### src/rtl/phrf_pkg.sv
// ----------------------------------------------------------------------------
// phrf_pkg
// Types, constants and helpers shared by the framer modules.
// ----------------------------------------------------------------------------
package phrf_pkg;

    // Configuration register indexes
    typedef enum logic [2:0] {
        CFG_HUB_UPPER  = 3'd0,
        CFG_HUB_LOWER  = 3'd1,
        CFG_HUB_KNOWN  = 3'd2,
        CFG_FLAG_BYTE  = 3'd3,
        CFG_ESC_BYTE   = 3'd4,
        CFG_ESC_MASK   = 3'd5
    } t_cfg_idx;

    // Header rewrite modes
    typedef enum logic [1:0] {
        MODE_PASS = 2'd0,
        MODE_WRAP = 2'd1,
        MODE_FIX  = 2'd2
    } t_mode;

    localparam logic [7:0]  FLAGS_OR_H2    = 8'h50;
    localparam logic [1:0]  TYPE_ANNOUNCE  = 2'h1;
    localparam logic [10:0] MIN_REWRITE    = 11'd19;
    localparam logic [10:0] MIN_FIX        = 11'd35;
    localparam logic [11:0] ID_BYTES       = 12'd16;
    localparam logic [10:0] POS_MAX        = 11'd2047;
    localparam logic [10:0] FIX_FIRST      = 11'd2;
    localparam logic [10:0] FIX_LAST       = 11'd17;
    localparam logic [3:0]  ID_LAST        = 4'd15;
    // Size compares: frame size tops out at 2*2063+2, limits at 4096
    localparam int          CMP_W          = 14;
    localparam int          QUEUE_DEPTH    = 4;
    localparam int          QPTR_W         = 2;
    localparam int          QCNT_W         = 3;

    typedef struct packed {
        logic [63:0] hub_upper;
        logic [63:0] hub_lower;
        logic        hub_known;
        logic [7:0]  flag;
        logic [7:0]  esc;
        logic [7:0]  mask;
    } t_cfg;

    // One classified item for the back end
    typedef struct packed {
        logic       drop;   // single dropped result
        logic       open;   // opening flag first
        logic       body;   // one stuffed body byte
        logic [7:0] bval;
        logic       ids;    // 16 stuffed identifier bytes after the body byte
        logic       close;  // closing flag last
    } t_cmd;

    function automatic logic [7:0] id_byte(input logic [63:0] up, input logic [63:0] lo,
                                           input logic [3:0] k);
        logic [63:0] w;
        logic [5:0]  sh;
        w  = k[3] ? lo : up;
        sh = {~k[2:0], 3'b000};
        return w[sh +: 8];
    endfunction

endpackage

### src/rtl/packet_header_rewrite_and_framer_core.sv
// ----------------------------------------------------------------------------
// packet_header_rewrite_and_framer_core
// Transmit framer: flag-delimited, byte-stuffed frames with hub header rewrite.
// Packet bytes enter one item per cycle while the four-entry command queue has
// room; the front end classifies each byte (frame open, header rewrite, drop,
// close) and the back end turns each command into line bytes at one result per
// clock, while the output is not stalled, through a single output register.
// An item causes this many results: 1 for a plain byte, 2 when escaped, 2-3
// for the first or the last byte of a frame and up to 4 when one byte is both,
// and up to 35 for the hops byte of a wrapped header-1 packet (its own byte
// plus 16 stuffed identifier bytes, and the closing flag if the packet ends
// there). Oversize packets give a single dropped result on their first byte
// and nothing for the rest. Configuration writes are taken every cycle and
// must only happen while the block is idle. No clearing pass after reset.
// ----------------------------------------------------------------------------
module packet_header_rewrite_and_framer_core
    import phrf_pkg::*;
#(
    parameter int TX_LIMIT   = 1024,
    parameter int WRAP_LIMIT = 512
) (
    input  logic        i_clk,
    input  logic        i_rst_n,
    // configuration write channel
    input  logic        i_cfg_valid,
    output logic        o_cfg_ready,
    input  logic [2:0]  i_cfg_index,
    input  logic [63:0] i_cfg_data,
    // packet byte input
    input  logic        i_in_valid,
    output logic        o_in_ready,
    input  logic [7:0]  i_packet_byte,
    input  logic [10:0] i_packet_length,
    input  logic        i_packet_end,
    // line byte output
    output logic        o_out_valid,
    input  logic        i_out_ready,
    output logic [7:0]  o_line_byte,
    output logic        o_frame_end,
    output logic        o_dropped,
    output logic        o_run_last
);

    t_cfg r_cfg;
    logic q_full, q_push, q_valid, q_pop;
    t_cmd f_cmd, q_cmd;

    // Config registers; indexes past the list are ignored
    assign o_cfg_ready = 1'b1;

    always_ff @(posedge i_clk) begin
        if (!i_rst_n) begin
            r_cfg.hub_upper <= '0;
            r_cfg.hub_lower <= '0;
            r_cfg.hub_known <= 1'b0;
            r_cfg.flag      <= 8'd126;
            r_cfg.esc       <= 8'd125;
            r_cfg.mask      <= 8'd32;
        end else if (i_cfg_valid) begin
            case (i_cfg_index)
                CFG_HUB_UPPER: begin
                    r_cfg.hub_upper <= i_cfg_data;
                end
                CFG_HUB_LOWER: begin
                    r_cfg.hub_lower <= i_cfg_data;
                end
                CFG_HUB_KNOWN: begin
                    r_cfg.hub_known <= i_cfg_data[0];
                end
                CFG_FLAG_BYTE: begin
                    r_cfg.flag <= i_cfg_data[7:0];
                end
                CFG_ESC_BYTE: begin
                    r_cfg.esc <= i_cfg_data[7:0];
                end
                CFG_ESC_MASK: begin
                    r_cfg.mask <= i_cfg_data[7:0];
                end
                default: begin
                    r_cfg <= r_cfg;
                end
            endcase
        end
    end

    // Front: position/mode tracking and classification
    phrf_front #(
        .TX_LIMIT   (TX_LIMIT),
        .WRAP_LIMIT (WRAP_LIMIT)
    ) u_front (
        .i_clk           (i_clk),
        .i_rst_n         (i_rst_n),
        .i_cfg           (r_cfg),
        .i_in_valid      (i_in_valid),
        .o_in_ready      (o_in_ready),
        .i_packet_byte   (i_packet_byte),
        .i_packet_length (i_packet_length),
        .i_packet_end    (i_packet_end),
        .i_q_full        (q_full),
        .o_push          (q_push),
        .o_cmd           (f_cmd)
    );

    // Decouples the byte input from the output stalls
    phrf_queue u_queue (
        .i_clk   (i_clk),
        .i_rst_n (i_rst_n),
        .i_push  (q_push),
        .i_cmd   (f_cmd),
        .o_full  (q_full),
        .o_valid (q_valid),
        .o_cmd   (q_cmd),
        .i_pop   (q_pop)
    );

    // Back: one line byte per cycle into the output register unless stalled
    phrf_back u_back (
        .i_clk       (i_clk),
        .i_rst_n     (i_rst_n),
        .i_cfg       (r_cfg),
        .i_q_valid   (q_valid),
        .i_q_cmd     (q_cmd),
        .o_pop       (q_pop),
        .o_out_valid (o_out_valid),
        .i_out_ready (i_out_ready),
        .o_line_byte (o_line_byte),
        .o_frame_end (o_frame_end),
        .o_dropped   (o_dropped),
        .o_run_last  (o_run_last)
    );

endmodule

### src/rtl/phrf_queue.sv
// ----------------------------------------------------------------------------
// phrf_queue
// Small command queue between the classifier and the emitter.
// ----------------------------------------------------------------------------
module phrf_queue
    import phrf_pkg::*;
(
    input  logic i_clk,
    input  logic i_rst_n,
    input  logic i_push,
    input  t_cmd i_cmd,
    output logic o_full,
    output logic o_valid,
    output t_cmd o_cmd,
    input  logic i_pop
);

    t_cmd              r_mem [QUEUE_DEPTH];
    logic [QPTR_W-1:0] r_wr_ptr, r_rd_ptr;
    logic [QCNT_W-1:0] r_count;
    logic              do_push, do_pop;

    assign o_full  = (r_count == QCNT_W'(QUEUE_DEPTH));
    assign o_valid = (r_count != '0);
    assign o_cmd   = r_mem[r_rd_ptr];
    assign do_push = i_push && !o_full;
    assign do_pop  = i_pop && o_valid;

    always_ff @(posedge i_clk) begin
        if (do_push) begin
            r_mem[r_wr_ptr] <= i_cmd;
        end
    end

    always_ff @(posedge i_clk) begin
        if (!i_rst_n) begin
            r_wr_ptr <= '0;
            r_rd_ptr <= '0;
            r_count  <= '0;
        end else begin
            if (do_push) begin
                r_wr_ptr <= r_wr_ptr + 1'b1;
            end
            if (do_pop) begin
                r_rd_ptr <= r_rd_ptr + 1'b1;
            end
            case ({do_push, do_pop})
                2'b10: begin
                    r_count <= r_count + 1'b1;
                end
                2'b01: begin
                    r_count <= r_count - 1'b1;
                end
                default: begin
                    r_count <= r_count;
                end
            endcase
        end
    end

endmodule

### src/rtl/phrf_front.sv
// ----------------------------------------------------------------------------
// phrf_front
// Accepts packet bytes, tracks position and rewrite mode, classifies each item.
// ----------------------------------------------------------------------------
module phrf_front
    import phrf_pkg::*;
#(
    parameter int TX_LIMIT   = 1024,
    parameter int WRAP_LIMIT = 512
) (
    input  logic        i_clk,
    input  logic        i_rst_n,
    input  t_cfg        i_cfg,
    input  logic        i_in_valid,
    output logic        o_in_ready,
    input  logic [7:0]  i_packet_byte,
    input  logic [10:0] i_packet_length,
    input  logic        i_packet_end,
    input  logic        i_q_full,
    output logic        o_push,
    output t_cmd        o_cmd
);

    logic [10:0] r_pos,  n_pos;
    t_mode       r_mode, n_mode;
    logic        r_drop, n_drop;

    logic        first;
    logic        accept;
    logic        emits;
    t_mode       first_mode;
    logic [11:0] size;
    logic [CMP_W-1:0] frame_size;
    logic        drop_now;
    logic [10:0] fix_off;

    assign o_in_ready = !i_q_full;
    assign accept     = i_in_valid && o_in_ready;
    assign first      = (r_pos == '0);
    // Later bytes of a dropped packet cause nothing
    assign emits      = first || !r_drop;
    assign o_push     = accept && emits;
    assign fix_off    = r_pos - FIX_FIRST;

    always_comb begin
        first_mode = MODE_PASS;
        if (i_cfg.hub_known && (i_packet_length >= MIN_REWRITE)
                && (i_packet_byte[1:0] != TYPE_ANNOUNCE)) begin
            if (!i_packet_byte[6]) begin
                first_mode = MODE_WRAP;
            end else if (i_packet_length >= MIN_FIX) begin
                first_mode = MODE_FIX;
            end
        end
        size       = (first_mode == MODE_WRAP) ? ({1'b0, i_packet_length} + ID_BYTES)
                                               : {1'b0, i_packet_length};
        frame_size = CMP_W'({size, 1'b0}) + CMP_W'(2);
        drop_now   = ((first_mode == MODE_WRAP) && (CMP_W'(size) > CMP_W'(WRAP_LIMIT)))
                     || (frame_size > CMP_W'(TX_LIMIT));
    end

    always_comb begin
        o_cmd       = '0;
        o_cmd.close = i_packet_end;
        o_cmd.bval  = i_packet_byte;
        if (first) begin
            if (drop_now) begin
                o_cmd.drop  = 1'b1;
                o_cmd.close = 1'b0;
            end else begin
                o_cmd.open = 1'b1;
                o_cmd.body = 1'b1;
                if (first_mode == MODE_WRAP) begin
                    o_cmd.bval = i_packet_byte | FLAGS_OR_H2;
                end
            end
        end else begin
            o_cmd.body = 1'b1;
            if ((r_mode == MODE_WRAP) && (r_pos == 11'd1)) begin
                o_cmd.ids = 1'b1;
            end else if ((r_mode == MODE_FIX) && (r_pos >= FIX_FIRST)
                         && (r_pos <= FIX_LAST)) begin
                o_cmd.bval = id_byte(i_cfg.hub_upper, i_cfg.hub_lower, fix_off[3:0]);
            end
        end
    end

    always_comb begin
        n_pos  = r_pos;
        n_mode = r_mode;
        n_drop = r_drop;
        if (accept) begin
            if (first) begin
                n_mode = first_mode;
                n_drop = drop_now;
            end
            if (i_packet_end) begin
                n_pos  = '0;
                n_mode = MODE_PASS;
                n_drop = 1'b0;
            end else if (r_pos < POS_MAX) begin
                n_pos = r_pos + 1'b1;
            end
        end
    end

    always_ff @(posedge i_clk) begin
        if (!i_rst_n) begin
            r_pos  <= '0;
            r_mode <= MODE_PASS;
            r_drop <= 1'b0;
        end else begin
            r_pos  <= n_pos;
            r_mode <= n_mode;
            r_drop <= n_drop;
        end
    end

endmodule

### src/rtl/phrf_back.sv
// ----------------------------------------------------------------------------
// phrf_back
// Expands commands into stuffed line bytes, one per cycle unless stalled.
// ----------------------------------------------------------------------------
module phrf_back
    import phrf_pkg::*;
(
    input  logic       i_clk,
    input  logic       i_rst_n,
    input  t_cfg       i_cfg,
    input  logic       i_q_valid,
    input  t_cmd       i_q_cmd,
    output logic       o_pop,
    output logic       o_out_valid,
    input  logic       i_out_ready,
    output logic [7:0] o_line_byte,
    output logic       o_frame_end,
    output logic       o_dropped,
    output logic       o_run_last
);

    typedef struct packed {
        logic       drop;
        logic       open;
        logic       half;   // second byte of an escape pair pending
        logic [7:0] hval;
        logic       body;
        logic [7:0] bval;
        logic       ids;
        logic [3:0] cnt;
        logic       close;
    } t_work;

    t_work      r_work, n_work;
    logic       busy;
    t_work      cur;
    logic       can_emit;
    logic       emit;
    logic [7:0] sbyte;
    logic       special;
    logic [7:0] e_byte;
    logic       e_fe, e_dr;

    logic       r_ov;
    logic [7:0] r_byte;
    logic       r_fe, r_dr, r_last;

    assign busy     = r_work.drop | r_work.open | r_work.half | r_work.body
                      | r_work.ids | r_work.close;
    assign can_emit = !r_ov || i_out_ready;
    assign emit     = can_emit && (busy || i_q_valid);
    assign o_pop    = emit && !busy;

    always_comb begin
        cur = r_work;
        if (!busy) begin
            cur       = '0;
            cur.drop  = i_q_cmd.drop;
            cur.open  = i_q_cmd.open;
            cur.body  = i_q_cmd.body;
            cur.bval  = i_q_cmd.bval;
            cur.ids   = i_q_cmd.ids;
            cur.close = i_q_cmd.close;
        end
    end

    // Order: drop | open flag | escape tail | body | id bytes | close flag
    always_comb begin
        n_work  = cur;
        e_byte  = '0;
        e_fe    = 1'b0;
        e_dr    = 1'b0;
        sbyte   = cur.body ? cur.bval : id_byte(i_cfg.hub_upper, i_cfg.hub_lower, cur.cnt);
        special = (sbyte == i_cfg.flag) || (sbyte == i_cfg.esc);
        if (cur.drop) begin
            e_dr         = 1'b1;
            n_work.drop  = 1'b0;
        end else if (cur.open) begin
            e_byte       = i_cfg.flag;
            n_work.open  = 1'b0;
        end else if (cur.half) begin
            e_byte       = cur.hval;
            n_work.half  = 1'b0;
        end else if (cur.body || cur.ids) begin
            e_byte = special ? i_cfg.esc : sbyte;
            if (special) begin
                n_work.half = 1'b1;
                n_work.hval = sbyte ^ i_cfg.mask;
            end
            if (cur.body) begin
                n_work.body = 1'b0;
            end else begin
                n_work.cnt = cur.cnt + 1'b1;
                if (cur.cnt == ID_LAST) begin
                    n_work.ids = 1'b0;
                end
            end
        end else begin
            e_byte       = i_cfg.flag;
            e_fe         = 1'b1;
            n_work.close = 1'b0;
        end
    end

    always_ff @(posedge i_clk) begin
        if (!i_rst_n) begin
            r_work <= '0;
            r_ov   <= 1'b0;
        end else begin
            if (emit) begin
                r_work <= n_work;
                r_ov   <= 1'b1;
            end else if (i_out_ready) begin
                r_ov   <= 1'b0;
            end
        end
    end

    always_ff @(posedge i_clk) begin
        if (emit) begin
            r_byte <= e_byte;
            r_fe   <= e_fe;
            r_dr   <= e_dr;
            r_last <= !(n_work.drop | n_work.open | n_work.half | n_work.body
                        | n_work.ids | n_work.close);
        end
    end

    assign o_out_valid = r_ov;
    assign o_line_byte = r_byte;
    assign o_frame_end = r_fe;
    assign o_dropped   = r_dr;
    assign o_run_last  = r_last;

endmodule

### config.mk
export PLATFORM = sky130hd
export DESIGN_NAME = packet_header_rewrite_and_framer_core
export DESIGN_NICKNAME = d
export VERILOG_FILES = /design/src/rtl/phrf_pkg.sv /design/src/rtl/packet_header_rewrite_and_framer_core.sv /design/src/rtl/phrf_queue.sv /design/src/rtl/phrf_front.sv /design/src/rtl/phrf_back.sv
export SDC_FILE = /design/constraint.sdc
export NUM_CORES = 1
export LEC_CHECK = 0
export BUFFER_PORTS_ARGS = -buffer_cell sky130_fd_sc_hd__buf_2
export CORE_MARGIN = 5
export CORE_UTILIZATION = 35
export CTS_CLUSTER_DIAMETER = 200
export CTS_CLUSTER_SIZE = 28
export DETAILED_ROUTE_END_ITERATION = 10
export SYNTH_ARGS = -nofsm -noshare
export SYNTH_HDL_FRONTEND = slang
export SYNTH_SLANG_ARGS = --single-unit
export TNS_END_PERCENT = 10
### constraint.sdc
create_clock -name i_clk -period 8.97 [get_ports i_clk]
set_input_delay 0.4485 -clock i_clk [delete_from_list [all_inputs] [get_ports i_clk]]
set_output_delay 0.4485 -clock i_clk [all_outputs]
set_load 0.02 [all_outputs]
==> flow_summary_export.csv, run 1 <==
group,metric,value,unit
synth,netlist.area_leader.share,29.92,%
clocking,clkLatencyLatePin,0.50,ns
synth,postSynthNetCount,1504,
cells_and_area,post_layout_nonfiller_instances,1952,
cells_and_area,finalCoreUtilization,38.38,%
power,power_density,244.4,mW/mm²
synth,synth_seq_area_share,43.92,%
place,dp_hpwl,28720,µm
setup_path,cp_cell_sequence,"buf_4 > mux4_2 > a21o_1 > a222oi_1 > a22oi_1 > nand3_1 > o2111ai_1 > or4b_1 > o22a_1 > or3_1 > o2bb2ai_1",
power,p_leak,5.017,nW
timing,hold_viol,0,
clocking,cts.root.buffer_cell,"clkbuf_16",
power,p_comb_share,40.6,%
power,power.clock.fraction,18.3,%
drt,route.detailed.vias_per_inst,5.433,
setup_path,timing.critical_path.from_type,"flop",
clocking,cts_tree,"done",
run_status,run_status,"finished clean",
synth,syn-cell-area,0.01352,mm²
setup_path,path_class,"flop to flop",
setup_path,critPathSlowestCell,"dfxtp_2",
place,placement.cell_area,0.01440,mm²
die,die_span_y,206.5,µm
timing,setup-violations-final,0,
place,io_buffers,104,
grt,grt_pass1_wl,61230,µm
drt,drt_pre_antenna_iters,5,
die,start_util,35.14,%
setup_path,critPathMaxFanout,28,
timing,layout_setup_ws,4.425,ns
cells_and_area,syn_to_final_growth,9.239,%
synth,cell_with_the_most_instances_after_synthesis,"nand2_1",
drt,initialDrtViolationCount,988,
clocking,clkSlewWorstSetupHoldPaths,0.12,ns
die,design.core.area,0.03847,mm²
setup_path,cp-end-kind,"flop",
timing,maximum_clock_frequency,0.2200,GHz
drt,ant_nets,0,
grt,grt.overflow.total,0,
synth,synth_edf_count,63,
clocking,clockBufferDepth,3,
synth,synth_cell_type_count,75,
flow_run,drv_cap,0,
cells_and_area,num-nets-final,1538,
synth,yosys.area.top_type,"dfxtp_1",
setup_path,worst_path_dominant_cell_family,"compound AO/OA/AOI/OAI gates",
timing,maxSlewHeadroom,21.48,%
die,design.portCount,106,
cells_and_area,post_route_cells_drive_above_1_share,16.05,%
clocking,ctsResizeCount,0,
place,place_congestion,0.9226,
grt,global_route.usage.total,18.28,%
synth,synth.top_cells.by_area,"dfxtp_1, edfxtp_1, mux4_2",
grt,first_global_vias,10162,
synth,synthTopCellsByCount,"nand2_1, dfxtp_1, a21boi_0",
grt,grt_antenna_before_repair,0,
power,p_int,0.002204,W
timing,finalWorstPathRequiredPeriod,4.545,ns
timing,grt_setup_unrepaired,"no",
setup_path,critPathBufInv,1,
synth,syn_avg_cell_area,9.689,µm²
die,fp-row-count,72,
die,die_w,206.5,µm
grt,grt_start_max_net_pins,66,
drt,via_count,10605,
drt,drt-total-wl,39600,µm
clocking,cts_inserted_buffers,13,
power,power.sequential.fraction,41.0,%
clocking,cts.sinks,265,
power,irDropWorstVdd,0.1336,mV
clocking,cts_hold_buffers,0,
setup_path,cp.arrival,4.97,ns
setup_path,worstPathRequired,9.40,ns
synth,ys_ff_latch,265,
synth,leading_register_cell_type_out_of_synthesis,"dfxtp_1",
timing,setup_total_negative_slack,0,ns
cells_and_area,number_of_fillers_in_the_final_layout,3848,
timing,slew_viol_final,0,
power,sw_frac_of_total,38.92,%
synth,yosysWarnings,0,
timing,fin_worst_skew,0.02762,ns
setup_path,cp_slowest_stage_delay,0.66,ns
min_path,hold_path.class,"input pin to flop",
power,net-switching-power,0.001405,W
synth,post_synth_inst_count,1395,
place,post_placement_setup_slack,4.441,ns
die,floorplan.die_area,0.04265,mm²
drt,post_drt_wl_per_cell,20.28,µm
clocking,setup_fix_bufs_post_cts,0,
synth,synth_async_sr_flop_share,0,%
timing,worstMarginPinSlew,1.166,ns
timing,timing.final.crit_share,50.67,%
drt,drcViolationCount,0,
place,dp.cells,1932,
cells_and_area,finish.instance_area,0.01476,mm²
clocking,htreeDepth,1,
[sequential cells by signal, summed over array words and instances, names as in the netlist, named ones only]
register / count
u_queue.r_count: 3
u_back.o_out_valid: 1
u_front.r_mode: 2
u_back.o_run_last: 1
u_queue.r_wr_ptr: 2
u_back.o_frame_end: 1
u_front.r_pos: 11
u_queue.r_mem: 52
u_queue.r_rd_ptr: 2
r_cfg: 153
u_back.r_work: 25
u_front.r_drop: 1
u_back.o_line_byte: 8
u_back.o_dropped: 1
[path summary, 6_finish.rpt]
path,cells after the start,startpoint,slack [ns],end
min reg2reg,1,u_back.r_work[20]$_SDFFE_PN0P_,0.48,u_back.r_work[20]$_SDFFE_PN0P_
max,11,u_back.r_work[1]$_SDFFE_PN0P_,4.43,u_back.r_work[17]$_SDFFE_PN0P_
max reg2reg,11,u_back.r_work[1]$_SDFFE_PN0P_,4.43,u_back.r_work[17]$_SDFFE_PN0P_
min,3,i_cfg_data[20],0.19,r_cfg[45]$_SDFFE_PN0P_
[cell families after synthesis]
family	Yosys count	synth area share, %
buffers and inverters	130	3.888
multiplexers	113	14.61
flip-flops	265	43.92
adder cells (fa/ha/maj)	17	1.629
other	1	0.02775
XOR/XNOR	32	2.074
AO/OA/AOI/OAI	302	16.29
AND/OR/NAND/NOR	535	17.56
[cell type report]
class / instances / area, µm² / share of cell area [%]
Multi-Input combinational cell: 1000 / 7078 / 47.94
Sequential cell: 265 / 5938 / 40.22
Inverter: 33 / 123.9 / 0.8390
Clock inverter: 1 / 16.27 / 0.1102
Clock buffer: 18 / 344.1 / 2.331
Antenna cell: 1 / 2.502 / 0.01695
Timing Repair Buffer: 116 / 613.1 / 4.153
Tap cell: 518 / 648.1 / 4.390
[metal layers]
layer  up-vias  track usage (%)  share of wire, %
met5         -                0                 0
met4         0            3.826               1.9
met3        39            2.620               6.6
met2       368            29.73                47
met1      5169            26.09                45
li1       5029                -                 -
[power groups by stage]
| stage | logic [W] | registers (W) | clock network [W] |
|---|---|---|---|
| after floorplan | 0.00108 | 0.00148 | 0 |
| after global placement | 0.00143 | 0.00151 | 0 |
| after detailed placement | 0.00145 | 0.00151 | 0 |
| after CTS | 0.00146 | 0.00148 | 0.000682 |
| after global routing | 0.00160 | 0.00150 | 0.000726 |
| final | 0.00147 | 0.00148 | 0.000662 |
[worst register-to-register path, cell delays in order, from the launching register on]
cell	delay [ns]
dfxtp_2	0.66
buf_4	0.45
mux4_2	0.56
a21o_1	0.18
a222oi_1	0.42
a22oi_1	0.20
nand3_1	0.11
o2111ai_1	0.12
or4b_1	0.54
o22a_1	0.44
or3_1	0.59
o2bb2ai_1	0.19
[per-stage QoR]
step / total power [W] / hold WS [ns]
after floorplan: 0.002561 / 0.4332
after global placement: 0.002941 / 0.4561
after detailed placement: 0.002960 / 0.4537
after CTS: 0.003621 / 0.1818
after global routing: 0.003825 / 0.1802
final: 0.003609 / 0.1907
[cells in the final DEF, fill, tap and decap left out, types with 4 or more instances in the layout]
cell and count:
mux2_2 13, inv_1 32, a22o_1 5, mux2i_1 33, a21o_1 6, nand3_1 37, or3_1 6, o22ai_1 21
o211ai_1 9, nor4_1 4, nand3b_1 5, clkbuf_16 13, xnor2_1 15, mux4_2 66, edfxtp_1 63, clkbuf_1 5
a22oi_1 13, and2_1 17, buf_4 13, and3_1 6, nor2b_1 16, a21oi_1 19, nor2_1 52, buf_2 103
nor3_1 9, ha_1 16, nand2_1 345, o2bb2ai_1 9, xor2_1 16, dfxtp_1 200, nor3b_1 4, nand2b_1 4
a221oi_1 8, nand4b_1 4, nand4_1 5, o21ai_0 20, o21bai_1 5, a31oi_1 8, a21boi_0 148
No activity file was read; power rests on OpenSTA's default activity.
==> inputs of run 2 (changes only) <==
--- a/config.mk
+++ b/config.mk
@@ -5,6 +5,7 @@
 export SDC_FILE = /design/constraint.sdc
 export NUM_CORES = 1
 export LEC_CHECK = 0
+export ABC_AREA = 1
 export BUFFER_PORTS_ARGS = -buffer_cell sky130_fd_sc_hd__buf_2
 export CORE_MARGIN = 5
 export CORE_UTILIZATION = 35
==> constraint.sdc (replaced) <==
create_clock -name i_clk -period 4.4 [get_ports i_clk]
set_input_delay 0.22 -clock i_clk [delete_from_list [all_inputs] [get_ports i_clk]]
set_output_delay 0.22 -clock i_clk [all_outputs]
set_load 0.02 [all_outputs]
==> flow_summary_export.csv, run 2 <==
group,metric,value,unit
synth,syn_avg_cell_area,7.080,µm²
clocking,clkLatencyLatePin,0.51,ns
place,placement.cell_area,0.01471,mm²
clocking,ctsResizeCount,0,
power,power.clock.fraction,18.4,%
setup_path,critPathSlowestCell,"inv_2",
clocking,clockBufferDepth,3,
timing,setup-violations-final,0,
timing,worstMarginPinSlew,0.9971,ns
cells_and_area,post_route_cells_drive_above_1_share,9.140,%
power,sw_frac_of_total,43.07,%
drt,post_drt_wl_per_cell,18.71,µm
setup_path,path_class,"flop to flop",
power,p_comb_share,42.6,%
setup_path,path_common_cell,"nand2_1",
setup_path,cp_slowest_stage_delay,0.43,ns
synth,synth.top_cells.by_area,"dfxtp_1, edfxtp_1, nor2_1",
cells_and_area,largest_registers,"r_cfg (153), u_queue.r_mem (52), u_back.r_work (25)",
synth,synth_seq_area_share,43.02,%
clocking,setup_fix_bufs_post_cts,0,
setup_path,critPathMaxFanout,23,
timing,grt_setup_unrepaired,"no",
timing,hold_viol,0,
drt,initialDrtViolationCount,1118,
synth,post_synth_inst_count,1949,
timing,finalWorstPathRequiredPeriod,3.494,ns
power,p_int,0.004300,W
cells_and_area,largest_register,"r_cfg",
power,power.sequential.fraction,39.0,%
cells_and_area,most-common-layout-cells,"nor2_1, o21ai_0, nand2_1",
drt,ant_nets,0,
grt,first_global_vias,12950,
clocking,clkSlewWorstSetupHoldPaths,0.11,ns
die,design.portCount,106,
drt,route.detailed.vias_per_inst,5.354,
timing,slew_viol_final,0,
power,p_leak,6.457,nW
setup_path,cp_cell_sequence,"nor2_1 > nand3_4 > nand2_2 > inv_2 > nand3_1 > nand3_1 > nand3_1 > nand2_1 > nand2_1 > nand2_1 > nand2_1 > nand2_1 > nand2_1 > nor2_1 > nand2_4 > nand2_8 > nand2_4 > o21ai_2 > a21oi_1",
setup_path,critPathBufInv,1,
setup_path,cp.arrival,3.73,ns
grt,grt_start_max_net_pins,93,
place,io_buffers,104,
grt,global_route.usage.total,21.20,%
synth,postSynthNetCount,2058,
synth,cell_with_the_most_instances_after_synthesis,"nor2_1",
clocking,cts_tree,"done",
clocking,cts_inserted_buffers,13,
setup_path,cp-end-kind,"flop",
timing,maxSlewHeadroom,33.28,%
flow_run,drv_cap,0,
synth,yosys.area.top_type,"dfxtp_1",
power,net-switching-power,0.003252,W
synth,yosysWarnings,0,
place,dp_hpwl,33120,µm
die,die_w,208.6,µm
grt,grt_pass1_wl,74820,µm
setup_path,worst_path_dominant_cell_family,"simple AND/OR/NAND/NOR gates",
synth,synth_async_sr_flop_share,0,%
cells_and_area,finish.instance_area,0.01558,mm²
clocking,cts.root.buffer_cell,"clkbuf_16",
timing,setup_total_negative_slack,0,ns
die,start_util,35.54,%
timing,maximum_clock_frequency,0.2862,GHz
power,finalPower,0.007552,W
run_status,run_status,"finished clean",
place,post_placement_setup_slack,0.9314,ns
synth,synth_cell_type_count,51,
setup_path,worstPathRequired,4.64,ns
drt,via_count,13669,
cells_and_area,syn_to_final_growth,12.90,%
die,die_span_y,208.6,µm
clocking,cts.sinks,265,
synth,ys_ff_latch,265,
cells_and_area,number_of_flip_flops_in_the_largest_register,153,
synth,synth_edf_count,63,
drt,drt_pre_antenna_iters,6,
die,floorplan.die_area,0.04350,mm²
drt,drcViolationCount,0,
cells_and_area,num-nets-final,2140,
clocking,htreeDepth,1,
cells_and_area,layout_commonest_cell,"nor2_1",
grt,grt.overflow.total,0,
timing,timing.final.crit_share,79.41,%
synth,netlist.area_leader.share,29.31,%
synth,syn-cell-area,0.01380,mm²
setup_path,timing.critical_path.from_type,"flop",
power,irDropWorstVdd,0.3523,mV
cells_and_area,num_antenna_cells,0,
timing,fin_worst_skew,0.02419,ns
grt,grt_antenna_before_repair,2,
min_path,hold_path.class,"input pin to flop",
timing,layout_setup_ws,0.9062,ns
die,design.core.area,0.03883,mm²
drt,drt-total-wl,47780,µm
power,power_density,484.8,mW/mm²
synth,synthTopCellsByCount,"nor2_1, o21ai_0, nand2_1",
place,place_congestion,0.9020,
die,fp-row-count,72,
synth,leading_register_cell_type_out_of_synthesis,"dfxtp_1",
==> run 2: metal layers <==
layer	up-vias	global-route usage [%]	share of wire (%)
met4	2	6.143	3.1
met5	-	0	0.027
met2	451	34.97	46
met3	74	2.410	5.1
li1	6702	-	-
met1	6440	29.46	46
==> run 2: repair_timing <==
item,4_1_cts,5_1_grt
endpoints found under the hold margin,98,0
hold buffers,51,0
endpoints found under the setup margin,0,0
==> run 2: power groups by stage <==
stage	Clock (W)	Sequential, W	Combinational, W
floorplan	0	0.00301	0.00208
global placement	0	0.00300	0.00314
detailed placement	0	0.00300	0.00316
CTS	0.00142	0.00294	0.00320
global route	0.00150	0.00297	0.00358
finish	0.00139	0.00294	0.00322
==> run 2: worst reg2reg max path: stages (launching register included) <==
cell and delay [ns]:
dfxtp_1 0.36, nor2_1 0.08, nand3_4 0.30, nand2_2 0.31, inv_2 0.44, nand3_1 0.18
nand3_1 0.13, nand3_1 0.16, nand2_1 0.11, nand2_1 0.08, nand2_1 0.14, nand2_1 0.07
nand2_1 0.06, nand2_1 0.05, nor2_1 0.18, nand2_4 0.15, nand2_8 0.15, nand2_4 0.10
o21ai_2 0.10, a21oi_1 0.08
==> run 2: cell type report <==
type | instances | area [µm²]
tap | 518 | 648.1
clock inverter | 1 | 16.27
clock buffer | 18 | 344.1
inverter | 129 | 484.2
timing repair buffer | 190 | 1296
sequential | 265 | 5937
fill | 4091 | 23250
multi-input combinational | 1432 | 6853
==> run 2: logic make-up (layout without fill, tap and decap cells) <==
group | Yosys count | in the layout | synth area share, %
XOR/XNOR | 11 | 11 | 0.6983
AO/OA/AOI/OAI | 456 | 456 | 18.05
AND/OR/NAND/NOR | 947 | 947 | 29.14
adder cells (fa/ha/maj) | 17 | 17 | 1.596
other | 1 | 1 | 0.02718
buffers and inverters | 252 | 338 | 7.472
flip-flops | 265 | 265 | 43.02
==> run 2: worst paths after layout <==
check | cells past startpoint | end | from | slack, ns
setup / recovery | 19 | u_back.o_run_last$_DFFE_PP_ | u_back.r_work[0]$_SDFFE_PN0P_ | 0.91
hold / removal | 3 | r_cfg[40]$_SDFFE_PN0P_ | i_cfg_data[15] | 0.002
setup reg to reg | 19 | u_back.o_run_last$_DFFE_PP_ | u_back.r_work[0]$_SDFFE_PN0P_ | 0.91
hold reg to reg | 2 | u_queue.r_rd_ptr[1]$_SDFFE_PN0P_ | u_queue.r_rd_ptr[1]$_SDFFE_PN0P_ | 0.47
==> run 2: metrics by stage <==
step	std cells	utilization, %	hold slack, ns
final	2553	40.12	0.002213
after floorplan	1949	-	0.3461
after detailed placement	2483	37.88	0.4558
after global placement	2483	37.88	0.4534
after CTS	2553	40.12	0.001390
after global routing	2553	40.12	0.02253
